## src/rtl/core/dtp_pkg.sv

```systemverilog
package dtp_pkg;

   // Field widths
   localparam int YEAR_W  = 14;
   localparam int FIELD_W = 7;
   localparam int PIVOT_W = 7;

   // Character codes
   localparam logic [7:0] CHAR_END   = 8'h00;
   localparam logic [7:0] CHAR_SPACE = 8'h20;
   localparam logic [7:0] CHAR_SLASH = 8'h2F;
   localparam logic [7:0] CHAR_ZERO  = 8'h30;
   localparam logic [7:0] CHAR_NINE  = 8'h39;
   localparam logic [7:0] CHAR_COLON = 8'h3A;

   // Range limits
   localparam logic [YEAR_W-1:0]  YEAR_1900  = 14'd1900;
   localparam logic [YEAR_W-1:0]  YEAR_2000  = 14'd2000;
   localparam logic [FIELD_W-1:0] MAX_MONTH  = 7'd12;
   localparam logic [FIELD_W-1:0] MAX_DAY    = 7'd31;
   localparam logic [FIELD_W-1:0] MAX_HOUR   = 7'd23;
   localparam logic [FIELD_W-1:0] MAX_MINSEC = 7'd59;
   localparam logic [PIVOT_W-1:0] PIVOT_RESET = 7'd50;

   // Compact form lengths and field boundaries
   localparam int LEN_DATE   = 8;
   localparam int LEN_HM     = 12;
   localparam int LEN_HMS    = 14;
   localparam int LEN_MSEC   = 17;
   localparam int POS_MONTH  = 4;
   localparam int POS_DAY    = 6;
   localparam int POS_HOUR   = 8;
   localparam int POS_MINUTE = 10;
   localparam int POS_SECOND = 12;

   typedef enum logic [4:0] {
      PH_START, PH_LEAD2, PH_LEAD3, PH_DAY1, PH_DAY2, PH_DAYSL,
      PH_Y1, PH_Y2, PH_Y3, PH_Y4, PH_YEND,
      PH_H1, PH_H2, PH_HC, PH_M1, PH_M2, PH_MEND, PH_S1, PH_S2, PH_SEND,
      PH_COMPACT
   } phase_type;

   typedef struct packed {
      logic [7:0] text_byte;
      logic       last;
   } req_type;

   typedef struct packed {
      logic        valid_res;
      logic        text_form;
      logic [13:0] year;
      logic [3:0]  month;
      logic [4:0]  day;
      logic [4:0]  hour;
      logic [5:0]  minute;
      logic [5:0]  second;
   } rsp_type;

   // Parse state after the current byte, seen by the end check
   typedef struct packed {
      phase_type          phase;
      logic               error;
      logic               form;
      logic               len_ok;
      logic [YEAR_W-1:0]  accum;
      logic [YEAR_W-1:0]  year;
      logic [FIELD_W-1:0] month;
      logic [FIELD_W-1:0] day;
      logic [FIELD_W-1:0] hour;
      logic [FIELD_W-1:0] minute;
      logic [FIELD_W-1:0] second;
   } view_type;

   function automatic logic [YEAR_W-1:0] map_year(input logic [PIVOT_W-1:0] yy,
                                                  input logic [PIVOT_W-1:0] pivot);
      logic [YEAR_W-1:0] base;
      base = (yy < pivot) ? YEAR_2000 : YEAR_1900;
      return base + YEAR_W'(yy);
   endfunction

   function automatic logic [YEAR_W-1:0] ten_add(input logic [YEAR_W-1:0] a,
                                                 input logic [3:0] d);
      return (a << 3) + (a << 1) + YEAR_W'(d);
   endfunction

endpackage

```

## src/rtl/core/dtp_parse.sv

```systemverilog
module dtp_parse
   import dtp_pkg::*;
#(
   parameter int MAX_TEXT_LEN = 24
) (
   input  logic               clock,
   input  logic               reset,
   input  logic               item_accept,
   input  req_type            item,
   input  logic [PIVOT_W-1:0] pivot,
   output view_type           view
);

   localparam int CNT_W = $clog2(MAX_TEXT_LEN + 1);

   phase_type          phase_ff, phase_in;
   logic [CNT_W-1:0]   count_ff, count_in;
   logic [YEAR_W-1:0]  accum_ff, accum_in;
   logic [YEAR_W-1:0]  year_ff, year_in;
   logic [FIELD_W-1:0] month_ff, month_in;
   logic [FIELD_W-1:0] day_ff, day_in;
   logic [FIELD_W-1:0] hour_ff, hour_in;
   logic [FIELD_W-1:0] minute_ff, minute_in;
   logic [FIELD_W-1:0] second_ff, second_in;
   logic               error_ff, error_in;
   logic               ended_ff, ended_in;
   logic               form_ff, form_in;

   logic               is_digit;
   logic [3:0]         digit;
   logic [YEAR_W-1:0]  acc_ten;
   logic [FIELD_W-1:0] acc_ten_f;
   logic               bad;
   logic [7:0]         c;

   assign c         = item.text_byte;
   assign is_digit  = (c >= CHAR_ZERO) && (c <= CHAR_NINE);
   assign digit     = is_digit ? 4'(c - CHAR_ZERO) : 4'd0;
   assign acc_ten   = ten_add(accum_ff, digit);
   assign acc_ten_f = FIELD_W'(acc_ten);

   // Advance the parse by one byte
   always_comb begin
      phase_in  = phase_ff;
      count_in  = count_ff;
      accum_in  = accum_ff;
      year_in   = year_ff;
      month_in  = month_ff;
      day_in    = day_ff;
      hour_in   = hour_ff;
      minute_in = minute_ff;
      second_in = second_ff;
      error_in  = error_ff;
      ended_in  = ended_ff;
      form_in   = form_ff;
      bad       = 1'b0;
      if (!ended_ff) begin
         if (c == CHAR_END) begin
            ended_in = 1'b1;
         end else if (count_ff >= CNT_W'(MAX_TEXT_LEN)) begin
            error_in = 1'b1;
         end else begin
            count_in = count_ff + 1'b1;
            if (!error_ff) begin
               case (phase_ff)
                  PH_START: begin
                     if (is_digit) begin
                        accum_in = YEAR_W'(digit);
                        phase_in = PH_LEAD2;
                     end else bad = 1'b1;
                  end
                  PH_LEAD2: begin
                     if (c == CHAR_SLASH) begin
                        if (accum_ff == '0) bad = 1'b1;
                        month_in = FIELD_W'(accum_ff);
                        phase_in = PH_DAY1;
                     end else if (is_digit) begin
                        accum_in = acc_ten;
                        phase_in = PH_LEAD3;
                     end else bad = 1'b1;
                  end
                  PH_LEAD3: begin
                     if (c == CHAR_SLASH) begin
                        if (accum_ff == '0 || accum_ff > YEAR_W'(MAX_MONTH)) bad = 1'b1;
                        month_in = FIELD_W'(accum_ff);
                        phase_in = PH_DAY1;
                     end else if (is_digit) begin
                        form_in  = 1'b1;
                        year_in  = acc_ten;
                        phase_in = PH_COMPACT;
                     end else bad = 1'b1;
                  end
                  PH_DAY1: begin
                     if (is_digit) begin
                        accum_in = YEAR_W'(digit);
                        phase_in = PH_DAY2;
                     end else bad = 1'b1;
                  end
                  PH_DAY2: begin
                     if (c == CHAR_SLASH) begin
                        if (accum_ff == '0) bad = 1'b1;
                        day_in   = FIELD_W'(accum_ff);
                        phase_in = PH_Y1;
                     end else if (is_digit) begin
                        accum_in = acc_ten;
                        phase_in = PH_DAYSL;
                     end else bad = 1'b1;
                  end
                  PH_DAYSL: begin
                     if (c == CHAR_SLASH) begin
                        if (accum_ff == '0 || accum_ff > YEAR_W'(MAX_DAY)) bad = 1'b1;
                        day_in   = FIELD_W'(accum_ff);
                        phase_in = PH_Y1;
                     end else bad = 1'b1;
                  end
                  PH_Y1: begin
                     if (is_digit) begin
                        accum_in = YEAR_W'(digit);
                        phase_in = PH_Y2;
                     end else bad = 1'b1;
                  end
                  PH_Y2: begin
                     if (is_digit) begin
                        accum_in = acc_ten;
                        phase_in = PH_Y3;
                     end else bad = 1'b1;
                  end
                  PH_Y3: begin
                     if (c == CHAR_SPACE) begin
                        year_in  = map_year(PIVOT_W'(accum_ff), pivot);
                        phase_in = PH_H1;
                     end else if (is_digit) begin
                        accum_in = acc_ten;
                        phase_in = PH_Y4;
                     end else bad = 1'b1;
                  end
                  PH_Y4: begin
                     if (is_digit) begin
                        accum_in = acc_ten;
                        phase_in = PH_YEND;
                     end else bad = 1'b1;
                  end
                  PH_YEND: begin
                     if (c == CHAR_SPACE) begin
                        year_in  = accum_ff;
                        phase_in = PH_H1;
                     end else bad = 1'b1;
                  end
                  PH_H1: begin
                     if (is_digit) begin
                        accum_in = YEAR_W'(digit);
                        phase_in = PH_H2;
                     end else bad = 1'b1;
                  end
                  PH_H2: begin
                     if (is_digit) begin
                        if (acc_ten_f > MAX_HOUR) bad = 1'b1;
                        hour_in  = acc_ten_f;
                        phase_in = PH_HC;
                     end else bad = 1'b1;
                  end
                  PH_HC: begin
                     if (c == CHAR_COLON) phase_in = PH_M1;
                     else bad = 1'b1;
                  end
                  PH_M1: begin
                     if (is_digit) begin
                        accum_in = YEAR_W'(digit);
                        phase_in = PH_M2;
                     end else bad = 1'b1;
                  end
                  PH_M2: begin
                     if (is_digit) begin
                        if (acc_ten_f > MAX_MINSEC) bad = 1'b1;
                        minute_in = acc_ten_f;
                        phase_in  = PH_MEND;
                     end else bad = 1'b1;
                  end
                  PH_MEND: begin
                     if (c == CHAR_COLON) phase_in = PH_S1;
                     else bad = 1'b1;
                  end
                  PH_S1: begin
                     if (is_digit) begin
                        accum_in = YEAR_W'(digit);
                        phase_in = PH_S2;
                     end else bad = 1'b1;
                  end
                  PH_S2: begin
                     if (is_digit) begin
                        if (acc_ten_f > MAX_MINSEC) bad = 1'b1;
                        second_in = acc_ten_f;
                        phase_in  = PH_SEND;
                     end else bad = 1'b1;
                  end
                  PH_COMPACT: begin
                     // route the digit to the field that its position selects
                     if (!is_digit) begin
                        bad = 1'b1;
                     end else if (count_ff < CNT_W'(POS_MONTH)) begin
                        year_in = ten_add(year_ff, digit);
                     end else if (count_ff < CNT_W'(POS_DAY)) begin
                        month_in = FIELD_W'(ten_add(YEAR_W'(month_ff), digit));
                     end else if (count_ff < CNT_W'(POS_HOUR)) begin
                        day_in = FIELD_W'(ten_add(YEAR_W'(day_ff), digit));
                     end else if (count_ff < CNT_W'(POS_MINUTE)) begin
                        hour_in = FIELD_W'(ten_add(YEAR_W'(hour_ff), digit));
                     end else if (count_ff < CNT_W'(POS_SECOND)) begin
                        minute_in = FIELD_W'(ten_add(YEAR_W'(minute_ff), digit));
                     end else if (count_ff < CNT_W'(LEN_HMS)) begin
                        second_in = FIELD_W'(ten_add(YEAR_W'(second_ff), digit));
                     end
                  end
                  default: bad = 1'b1;
               endcase
               if (bad) error_in = 1'b1;
            end
         end
      end
   end

   // Present the updated state to the end check
   always_comb begin
      view.phase  = phase_in;
      view.error  = error_in;
      view.form   = form_in;
      view.len_ok = (count_in == CNT_W'(LEN_DATE)) || (count_in == CNT_W'(LEN_HM)) ||
                    (count_in == CNT_W'(LEN_HMS)) || (count_in == CNT_W'(LEN_MSEC));
      view.accum  = accum_in;
      view.year   = year_in;
      view.month  = month_in;
      view.day    = day_in;
      view.hour   = hour_in;
      view.minute = minute_in;
      view.second = second_in;
   end

   // Hold state; clear it after the last byte of a text
   always_ff @(posedge clock) begin
      if (reset || (item_accept && item.last)) begin
         phase_ff  <= PH_START;
         count_ff  <= '0;
         accum_ff  <= '0;
         year_ff   <= '0;
         month_ff  <= '0;
         day_ff    <= '0;
         hour_ff   <= '0;
         minute_ff <= '0;
         second_ff <= '0;
         error_ff  <= 1'b0;
         ended_ff  <= 1'b0;
         form_ff   <= 1'b0;
      end else if (item_accept) begin
         phase_ff  <= phase_in;
         count_ff  <= count_in;
         accum_ff  <= accum_in;
         year_ff   <= year_in;
         month_ff  <= month_in;
         day_ff    <= day_in;
         hour_ff   <= hour_in;
         minute_ff <= minute_in;
         second_ff <= second_in;
         error_ff  <= error_in;
         ended_ff  <= ended_in;
         form_ff   <= form_in;
      end
   end

endmodule

```

## src/rtl/core/dtp_check.sv

```systemverilog
module dtp_check
   import dtp_pkg::*;
(
   input  view_type           view,
   input  logic [PIVOT_W-1:0] pivot,
   output rsp_type            result
);

   logic              ok;
   logic [YEAR_W-1:0] year_out;

   // Decide whether the text ended at a complete, in-range point
   always_comb begin
      ok       = 1'b0;
      year_out = view.year;
      case (view.phase)
         PH_Y3: begin
            ok       = 1'b1;
            year_out = map_year(PIVOT_W'(view.accum), pivot);
         end
         PH_YEND: begin
            ok       = 1'b1;
            year_out = view.accum;
         end
         PH_MEND, PH_SEND: ok = 1'b1;
         PH_COMPACT: begin
            ok = view.len_ok && (view.year >= YEAR_1900) &&
                 (view.month != '0) && (view.month <= MAX_MONTH) &&
                 (view.day != '0) && (view.day <= MAX_DAY) &&
                 (view.hour <= MAX_HOUR) && (view.minute <= MAX_MINSEC) &&
                 (view.second <= MAX_MINSEC);
         end
         default: ok = 1'b0;
      endcase
      if (view.error) ok = 1'b0;
   end

   // Zero every field of an invalid result
   always_comb begin
      result           = '0;
      result.valid_res = ok;
      if (ok) begin
         result.text_form = view.form;
         result.year      = year_out;
         result.month     = 4'(view.month);
         result.day       = 5'(view.day);
         result.hour      = 5'(view.hour);
         result.minute    = 6'(view.minute);
         result.second    = 6'(view.second);
      end
   end

endmodule

```

## src/rtl/core/date_time_text_parser_top.sv

```systemverilog
// A result is registered and is on rsp_data in the cycle after the item carrying last is accepted.
// Throughput: one text byte per cycle while req_stall is low; one result per text.
// The parse state register and a result register are the only stages.
// Reset (synchronous, active high) clears the parse state and the result valid,
// and sets the year pivot to 50.
module date_time_text_parser_top
   import dtp_pkg::*;
#(
   parameter int MAX_TEXT_LEN = 24
) (
   input  logic               clock,
   input  logic               reset,
   input  logic               req_valid,
   output logic               req_stall,
   input  req_type            req_data,
   output logic               rsp_valid,
   input  logic               rsp_stall,
   output rsp_type            rsp_data,
   input  logic               csr_wr_en,
   input  logic [PIVOT_W-1:0] csr_wr_data
);

   logic [PIVOT_W-1:0] pivot_ff;
   logic               rsp_valid_ff;
   rsp_type            rsp_ff;
   logic               item_accept;
   view_type           view;
   rsp_type            result;

   // Stall only when a finished result is still waiting
   assign req_stall   = rsp_valid_ff && rsp_stall;
   assign item_accept = req_valid && !req_stall;
   assign rsp_valid   = rsp_valid_ff;
   assign rsp_data    = rsp_ff;

   // Year pivot register
   always_ff @(posedge clock) begin
      if (reset) begin
         pivot_ff <= PIVOT_RESET;
      end else if (csr_wr_en) begin
         pivot_ff <= csr_wr_data;
      end
   end

   dtp_parse #(
      .MAX_TEXT_LEN(MAX_TEXT_LEN)
   ) u_parse (
      .clock       (clock),
      .reset       (reset),
      .item_accept (item_accept),
      .item        (req_data),
      .pivot       (pivot_ff),
      .view        (view)
   );

   dtp_check u_check (
      .view   (view),
      .pivot  (pivot_ff),
      .result (result)
   );

   // Load the result on the last byte; drop it once taken
   always_ff @(posedge clock) begin
      if (reset) begin
         rsp_valid_ff <= 1'b0;
      end else if (item_accept && req_data.last) begin
         rsp_valid_ff <= 1'b1;
      end else if (!rsp_stall) begin
         rsp_valid_ff <= 1'b0;
      end
   end

   always_ff @(posedge clock) begin
      if (item_accept && req_data.last) begin
         rsp_ff <= result;
      end
   end

`ifndef NO_ASSERTIONS
   a_last_gives_result: assert property (@(posedge clock) disable iff (reset)
      item_accept && req_data.last |=> rsp_valid_ff)
      else $error("accepted last item produced no result");

   a_invalid_is_zero: assert property (@(posedge clock) disable iff (reset)
      rsp_valid_ff && !rsp_ff.valid_res |-> rsp_ff.year == '0 && rsp_ff.month == '0 &&
         rsp_ff.day == '0 && rsp_ff.hour == '0 && rsp_ff.minute == '0 &&
         rsp_ff.second == '0 && !rsp_ff.text_form)
      else $error("invalid result carries nonzero fields");

   a_valid_in_range: assert property (@(posedge clock) disable iff (reset)
      rsp_valid_ff && rsp_ff.valid_res |-> rsp_ff.month != '0 && rsp_ff.month <= 4'd12 &&
         rsp_ff.day != '0 && rsp_ff.hour <= 5'd23 && rsp_ff.minute <= 6'd59 &&
         rsp_ff.second <= 6'd59)
      else $error("valid result has a field out of range");

   a_stall_needs_result: assert property (@(posedge clock) disable iff (reset)
      req_stall |-> rsp_valid_ff && rsp_stall)
      else $error("input stalled without a waiting result");
`endif

endmodule

```

## config.mk

```make
export PLATFORM = sky130hd
export DESIGN_NAME = date_time_text_parser_top
export DESIGN_NICKNAME = d
export VERILOG_FILES = /design/src/rtl/core/dtp_pkg.sv /design/src/rtl/core/dtp_parse.sv /design/src/rtl/core/dtp_check.sv /design/src/rtl/core/date_time_text_parser_top.sv
export SDC_FILE = /design/constraint.sdc
export NUM_CORES = 1
export LEC_CHECK = 0
export BUFFER_PORTS_ARGS = -buffer_cell sky130_fd_sc_hd__buf_4
export CAP_MARGIN = 20
export CORE_AREA = 5 5 191 193
export CTS_CLUSTER_DIAMETER = 100
export DETAILED_ROUTE_END_ITERATION = 8
export DIE_AREA = 0 0 196 198
export GPL_ROUTABILITY_DRIVEN = 0
export MAX_ROUTING_LAYER = met4
export PLACE_DENSITY = 0.53
export SLEW_MARGIN = 20
export SYNTH_ARGS = -nofsm -noshare
export SYNTH_HDL_FRONTEND = slang
export SYNTH_SLANG_ARGS = --single-unit
```

## constraint.sdc

```tcl
create_clock -name clock -period 8.4 [get_ports clock]
set_clock_uncertainty 0.05 [all_clocks]
set_input_delay 0.42 -clock clock [delete_from_list [all_inputs] [get_ports clock]]
set_output_delay 0.42 -clock clock [all_outputs]
set_load 0.02 [all_outputs]
```

==> results of run 1 <==
==> state kept, by name, indices dropped and copies added, names as in the netlist, 5 cells and up <==
register / flops
u_parse.phase_ff: 5
u_parse.hour_ff: 7
u_parse.count_ff: 5
u_parse.minute_ff: 7
u_parse.second_ff: 7
rsp_data: 42
pivot_ff: 7
u_parse.day_ff: 7
u_parse.month_ff: 7
u_parse.year_ff: 14
u_parse.accum_ff: 14
==> per-stage QoR <==
| step | power, W | cell area (µm²) | hold slack [ns] | instances |
|---|---|---|---|---|
| floorplan | 0.000958 | 11900 | 0.387 | 1504 |
| global placement | 0.00109 | 12800 | 0.404 | 1962 |
| detailed placement | 0.00109 | 12800 | 0.414 | 1962 |
| CTS | 0.00188 | 13400 | 0.131 | 1994 |
| global route | 0.00195 | 13400 | 0.136 | 1994 |
| finish | 0.00187 | 13400 | 0.134 | 1994 |
==> worst max-delay path, delay by kind of cell <==
kind | cells | cell delay, ns
mux | 2 | 0.38
simple gates | 7 | 1.69
buf+inv | 5 | 0.77
xor+xnor | 1 | 0.17
compound gates | 10 | 2.12
fa+ha+maj | 5 | 1.49
==> power by group through the flow <==
stage | sequential, W | clock, W | combinational [W]
after floorplan | 0.000700 | 0 | 0.000259
after CTS | 0.000691 | 0.000792 | 0.000392
after detailed placement | 0.000705 | 0 | 0.000389
after global placement | 0.000704 | 0 | 0.000385
after global routing | 0.000695 | 0.000819 | 0.000434
final | 0.000692 | 0.000776 | 0.000397
==> Yosys cell counts (5+ instances only) <==
master                      number  area, µm²
sky130_fd_sc_hd__xor2_1         20        175
sky130_fd_sc_hd__a22oi_1        31        233
sky130_fd_sc_hd__nand2_1       116        435
sky130_fd_sc_hd__clkbuf_1       50        188
sky130_fd_sc_hd__nor2_1        202        758
sky130_fd_sc_hd__o211ai_1       20        150
sky130_fd_sc_hd__o21ai_0        91        455
sky130_fd_sc_hd__and3_1         12       75.1
sky130_fd_sc_hd__dfxtp_1        84       1680
sky130_fd_sc_hd__a221oi_1        7       61.3
sky130_fd_sc_hd__edfxtp_1       42       1260
sky130_fd_sc_hd__mux2i_1        28        280
sky130_fd_sc_hd__buf_2          24        120
sky130_fd_sc_hd__or2_2           8       50.1
sky130_fd_sc_hd__o22ai_1        11       68.8
sky130_fd_sc_hd__o21a_1         12       90.1
sky130_fd_sc_hd__buf_1           8       30.0
sky130_fd_sc_hd__o31ai_1        11       82.6
sky130_fd_sc_hd__a31oi_1        13       81.3
sky130_fd_sc_hd__nor3b_1         6       45.0
sky130_fd_sc_hd__inv_1          54        203
sky130_fd_sc_hd__a2bb2oi_1       5       43.8
sky130_fd_sc_hd__a211oi_1       59        443
sky130_fd_sc_hd__xnor2_1        38        333
sky130_fd_sc_hd__nand4_1        16        100
sky130_fd_sc_hd__o21ai_1         5       25.0
sky130_fd_sc_hd__nor3_1         35        175
sky130_fd_sc_hd__a32oi_1         6       52.6
sky130_fd_sc_hd__o311ai_0        5       43.8
sky130_fd_sc_hd__or4_1          10       75.1
sky130_fd_sc_hd__o32ai_1         6       52.6
sky130_fd_sc_hd__a22o_1          5       43.8
sky130_fd_sc_hd__fa_1            9        180
sky130_fd_sc_hd__a21oi_1        97        485
sky130_fd_sc_hd__nand2b_1       15       93.8
sky130_fd_sc_hd__nor4_1         13       81.3
sky130_fd_sc_hd__nor4b_1         5       43.8
sky130_fd_sc_hd__and2_1         11       68.8
sky130_fd_sc_hd__nor2b_1        20        125
sky130_fd_sc_hd__ha_1          112       1400
sky130_fd_sc_hd__a21o_1         29        218
sky130_fd_sc_hd__nand3_1        32        160
sky130_fd_sc_hd__or3_1          11       68.8
==> routing by layer <==
layer | global-route usage | share of wire
met2 | 0.372 | 0.46
met4 | 0.0913 | 0.040
met3 | 0.0362 | 0.073
met5 | - | 0
met1 | 0.303 | 0.43
==> final cells by class <==
class,instances,share of cell area
Inverter,56,0.0157
Timing Repair Buffer,91,0.0511
Multi-Input combinational cell,1234,0.626
Clock buffer,18,0.0321
Clock inverter,14,0.0124
Sequential cell,126,0.220
Tap cell,455,0.0426
==> how the worst min path moves through the flow <==
stage | to | cells after the start | slack [ns] | startpoint
floorplan | u_parse.form_ff | 2 | 0.39 | u_parse.form_ff
global placement | u_parse.form_ff | 2 | 0.40 | u_parse.form_ff
detailed placement | u_parse.form_ff | 2 | 0.41 | u_parse.form_ff
CTS | rsp_valid | 2 | 0.13 | reset
global route | pivot_ff[3] | 2 | 0.14 | reset
finish | rsp_valid | 2 | 0.13 | reset
==> kinds of logic after synthesis <==
| logic type | after synthesis | share of synthesized area |
|---|---|---|
| buf+inv | 144 | 0.0505 |
| compound gates | 477 | 0.271 |
| xor+xnor | 58 | 0.0427 |
| mux | 31 | 0.0273 |
| flops | 126 | 0.247 |
| simple gates | 546 | 0.227 |
| fa+ha+maj | 122 | 0.134 |
==> impl_metrics.ini, run 1 <==
[sta]
timing.final.crit_share = 0.813
relSlewSlack = 0.300
maxSlewViolCount = 0
final_number_of_setup_violating_endpoints = 0
clock.fmax_ghz = 0.146
setup_repair_after_global_routing_missed_its_margin = no
tightestPinTransition_ns = 1.05
timing.final.hold_violations = 0
final.setup.tns_ns = 0
period_needed_ns = 6.83
postLayoutSetupSlackWorst_ns = 1.57

[power]
internal_power_w = 0.00126
cellLeakagePower_nw = 5.29
irDropWorstVdd_mv = 0.145
clock_power_share = 0.416
combinational_share_of_power = 0.213
netSwitchingPower_w = 0.000605
power_per_cell_area_nw_per_um2 = 139
sequentialPowerShare = 0.371
share_of_total_power_consumed_by_net_switching = 0.325

[routing]
drtAntennaViolNets = 0
drc_markers = 0
via_count = 12100
average_via_count_per_standard_cell = 6.08
routed_wire_length_per_instance_um = 22.7
dr.first_iter.drc_count = 1372
post_detailed_routing_wire_length_um = 45300
detailedRoute.firstPassIterationCount = 9

[worst_setup_path]
timing.reg2reg.setup_slack_ns = 1.83
arrival_ns = 7.08
startpoint_type = primary input
worst-setup-path-type = primary input to flop
worstRegToRegCells = 24
crit_slowest_cell = sky130_fd_sc_hd__fa_1
critical_path.max_fanout = 9
startpoint = req_data[7]
worst-endpoint-required_ns = 8.65
crit_end = rsp_data[33]
cp_slowest_stage_delay_ns = 0.63
cp-end-kind = flop
worstReg2RegEnd = rsp_data[33]
regToRegStartpoint = u_parse.count_ff[3]

[layout]
sequential_cell_area_um2 = 2940
n_antenna_cell = 0
layout.nets = 1668
commonest_cells_after_routing_fill_and_taps_aside = sky130_fd_sc_hd__nor2_1, sky130_fd_sc_hd__nand2_1, sky130_fd_sc_hd__ha_1, sky130_fd_sc_hd__a21oi_1
layout.filler_cells = 3589
multi_input_comb_area_um2 = 8370
layout-area-overhead-vs-synth_pct = 12.4
layout_commonest_cell = sky130_fd_sc_hd__nor2_1
drive_above_1_share = 0.103
final_util = 0.389

[clock_tree]
clock_insertion_delay_worst_skew_ns = 0.46
cts_tree = done
post_cts_resize_count = 0
ctsHtreeMaxLevel = 4
ctsLongestPathBuffers = 2
cts.root.buffer_cell = sky130_fd_sc_hd__clkbuf_16
clkTransAtPathRegs_ns = 0.06
post-cts-setup-buffers = 0
cts.hold.buffers_added = 0
tritoncts.num_buffers = 17
clock_sink_count = 126

[logic_synthesis]
ys.warnings.count = 0
async_flop_share = 0
mapped_nets = 1646
synthesis.instances = 1504
synth-seq-area-share = 0.247
synth-edff-count = 42
synth.ff_latch_count = 126
synth_cell_types = 93
postSynth.topFlopCell = sky130_fd_sc_hd__dfxtp_1
netlist_area_um2 = 11900
syn_area_per_cell_um2 = 7.91

[run_status]
status = completed

[placement]
dp.final_hpwl_um = 33000
placement.io_buffers = 64
pre_cts_slack_ns = 1.25

[grt]
grt_start_max_net_pins = 77
antenna_found_initial = 0
gr-total-overflow = 0
grt_pass1_wl_um = 69400
gr-usage-all-layers = 0.235
grt_pass1_vias = 11400

[die]
area_of_the_placeable_core_um2 = 34400
chipWidth_um = 196
placementRows = 68
design.die.area_um2 = 38800
die_h_um = 198
initial_utilization = 0.346
io_pins = 65

[hold_path]
worst_hold_path_type = primary input to flop

[flow_run]
max_cap_violations = 0
(Power assumes the default switching activity.)
==> run 2, diff against run 1 <==
PLACE_DENSITY = 0.55   (was 0.53)
clock period = 5.9 ns   (was 8.4 ns; I/O delays follow)
==> impl_metrics.ini, run 2 (synthesized netlist as in run 1, its figures left out) <==
[die]
placementRows = 68
die_h_um = 198
initial_utilization = 0.346
chipWidth_um = 196
area_of_the_placeable_core_um2 = 34400
io_pins = 65
design.die.area_um2 = 38800

[flow_run]
max_cap_violations = 0

[clock_tree]
cts.root.buffer_cell = sky130_fd_sc_hd__clkbuf_16
cts_tree = done
tritoncts.num_buffers = 17
clkTransAtPathRegs_ns = 0.06
clock_insertion_delay_worst_skew_ns = 0.44
clock_sink_count = 126
ctsLongestPathBuffers = 2
post_cts_resize_count = 0
ctsHtreeMaxLevel = 4

[sta]
tightestPinTransition_ns = 1.05
final.setup.tns_ns = 0
final_number_of_setup_violating_endpoints = 0
timing.final.crit_share = 0.899
timing.final.hold_violations = 0
relSlewSlack = 0.297
maxSlewViolCount = 0
postLayoutSetupSlackWorst_ns = 0.597
setup_repair_after_global_routing_missed_its_margin = no
period_needed_ns = 5.30
clock.fmax_ghz = 0.189

[layout]
final_util = 0.398
number_of_flip_flops_under_the_largest_register_name = 42
drive_above_1_share = 0.125
layout-area-overhead-vs-synth_pct = 14.9
n_antenna_cell = 0
layout.nets = 1706
commonest_cells_after_routing_fill_and_taps_aside = sky130_fd_sc_hd__nor2_1, sky130_fd_sc_hd__buf_4, sky130_fd_sc_hd__nand2_1, sky130_fd_sc_hd__ha_1, sky130_fd_sc_hd__a21oi_1
layout_commonest_cell = sky130_fd_sc_hd__nor2_1

[power]
cellLeakagePower_nw = 5.48
irDropWorstVdd_mv = 0.199
power_per_cell_area_nw_per_um2 = 197

[grt]
grt_pass1_vias = 11800
antenna_found_initial = 0
grt_pass1_wl_um = 70400
gr-total-overflow = 0
gr-usage-all-layers = 0.239
grt_start_max_net_pins = 70

[worst_setup_path]
timing.reg2reg.setup_slack_ns = 0.62
cp-end-kind = flop
arrival_ns = 5.55
worstReg2RegEnd = rsp_data[33]
worst-endpoint-required_ns = 6.15
regToRegStartpoint = u_parse.accum_ff[2]
startpoint_type = primary input
worst-setup-path-type = primary input to flop
startpoint = req_data[7]
critical_path.max_fanout = 6
worstRegToRegCells = 24

[placement]
dp.final_hpwl_um = 34300
placement.io_buffers = 64
pre_cts_slack_ns = 0.226

[hold_path]
startpoint_of_the_lowest_slack_hold_path = csr_wr_data[1]
worst_hold_path_type = primary input to flop
hold-path-endpoint = pivot_ff[1]
whs_path_depth = 3

[routing]
post_detailed_routing_wire_length_um = 46000
dr.first_iter.drc_count = 1349
via_count = 12400
average_via_count_per_standard_cell = 6.09
routed_wire_length_per_instance_um = 22.6
drtAntennaViolNets = 0
drc_markers = 0
detailedRoute.firstPassIterationCount = 7

[run_status]
status = completed
[run 2: report_power, final]
part           leakage (nW)  internal [W]  total [W]  switching [W]
registers              1.07      0.000934   0.000985      0.0000509
logic                  4.12      0.000212   0.000591       0.000380
clock network         0.288      0.000664    0.00111       0.000447
total                  5.48       0.00181    0.00269       0.000878
[run 2: timing repair]
action | in CTS | in global routing
setup buffers | 0 | 0
hold endpoints to repair | 1 | 0
endpoints found under the setup margin | 0 | 0
hold buffers | 1 | 0
[run 2: how the worst max path moves through the flow]
stage                   end  slack (ns)  depth (start not counted)
2_1_floorplan  rsp_data[33]        0.01                         29
4_1_cts        rsp_data[33]        0.66                         28
3_3_place_gp   rsp_data[33]        0.31                         28
6_report       rsp_data[33]        0.60                         28
5_1_grt        rsp_data[33]        0.21                         28
3_5_place_dp   rsp_data[33]        0.23                         28
[run 2: metal layers]
| metal | wire, µm | track usage | share of wire |
|---|---|---|---|
| met5 | 0 | - | 0 |
| met4 | 2370 | 0.115 | 0.051 |
| met3 | 3430 | 0.0425 | 0.074 |
| met2 | 20500 | 0.368 | 0.45 |
| met1 | 19700 | 0.304 | 0.43 |
[run 2: worst max-delay path, cell delays in order]
cell                        delay (ns)
sky130_fd_sc_hd__buf_4            0.13
sky130_fd_sc_hd__nand4bb_1        0.25
sky130_fd_sc_hd__nor3b_2          0.39
sky130_fd_sc_hd__ha_1             0.20
sky130_fd_sc_hd__ha_1             0.18
sky130_fd_sc_hd__inv_1            0.06
sky130_fd_sc_hd__fa_1             0.41
sky130_fd_sc_hd__xor2_1           0.19
sky130_fd_sc_hd__a2111oi_0        0.56
sky130_fd_sc_hd__a21oi_1          0.17
sky130_fd_sc_hd__inv_1            0.13
sky130_fd_sc_hd__ha_1             0.25
sky130_fd_sc_hd__a21o_1           0.16
sky130_fd_sc_hd__a21o_1           0.16
sky130_fd_sc_hd__a21oi_1          0.12
sky130_fd_sc_hd__o21ai_0          0.08
sky130_fd_sc_hd__a21oi_1          0.16
sky130_fd_sc_hd__inv_1            0.10
sky130_fd_sc_hd__ha_1             0.27
sky130_fd_sc_hd__a21o_1           0.16
sky130_fd_sc_hd__a21oi_1          0.16
sky130_fd_sc_hd__nor2b_1          0.08
sky130_fd_sc_hd__nor2_1           0.09
sky130_fd_sc_hd__nand3_1          0.12
sky130_fd_sc_hd__xnor2_1          0.16
sky130_fd_sc_hd__mux2_2           0.25
sky130_fd_sc_hd__mux2i_1          0.13
sky130_fd_sc_hd__nor2b_1          0.13
[run 2: layout make-up]
class / instances / area [µm²]
fillers: 3597 / 20700
multi-input cells: 1234 / 8370
flip-flops and latches: 126 / 2940
repair buffers: 129 / 983
well taps: 455 / 569
clock buffers: 18 / 429
inverters: 56 / 210
clock inverters: 14 / 168
[run 2: stage by stage]
step | power [W] | std cells | hold WS, ns | area (µm²)
global placement | 0.00157 | 1999 | 0.405 | 13100
finish | 0.00269 | 2032 | 0.0218 | 13700
CTS | 0.00269 | 2032 | 0.00654 | 13700
global route | 0.00279 | 2032 | 0.0169 | 13700
detailed placement | 0.00158 | 1999 | 0.411 | 13100
floorplan | 0.00136 | 1504 | 0.314 | 11900
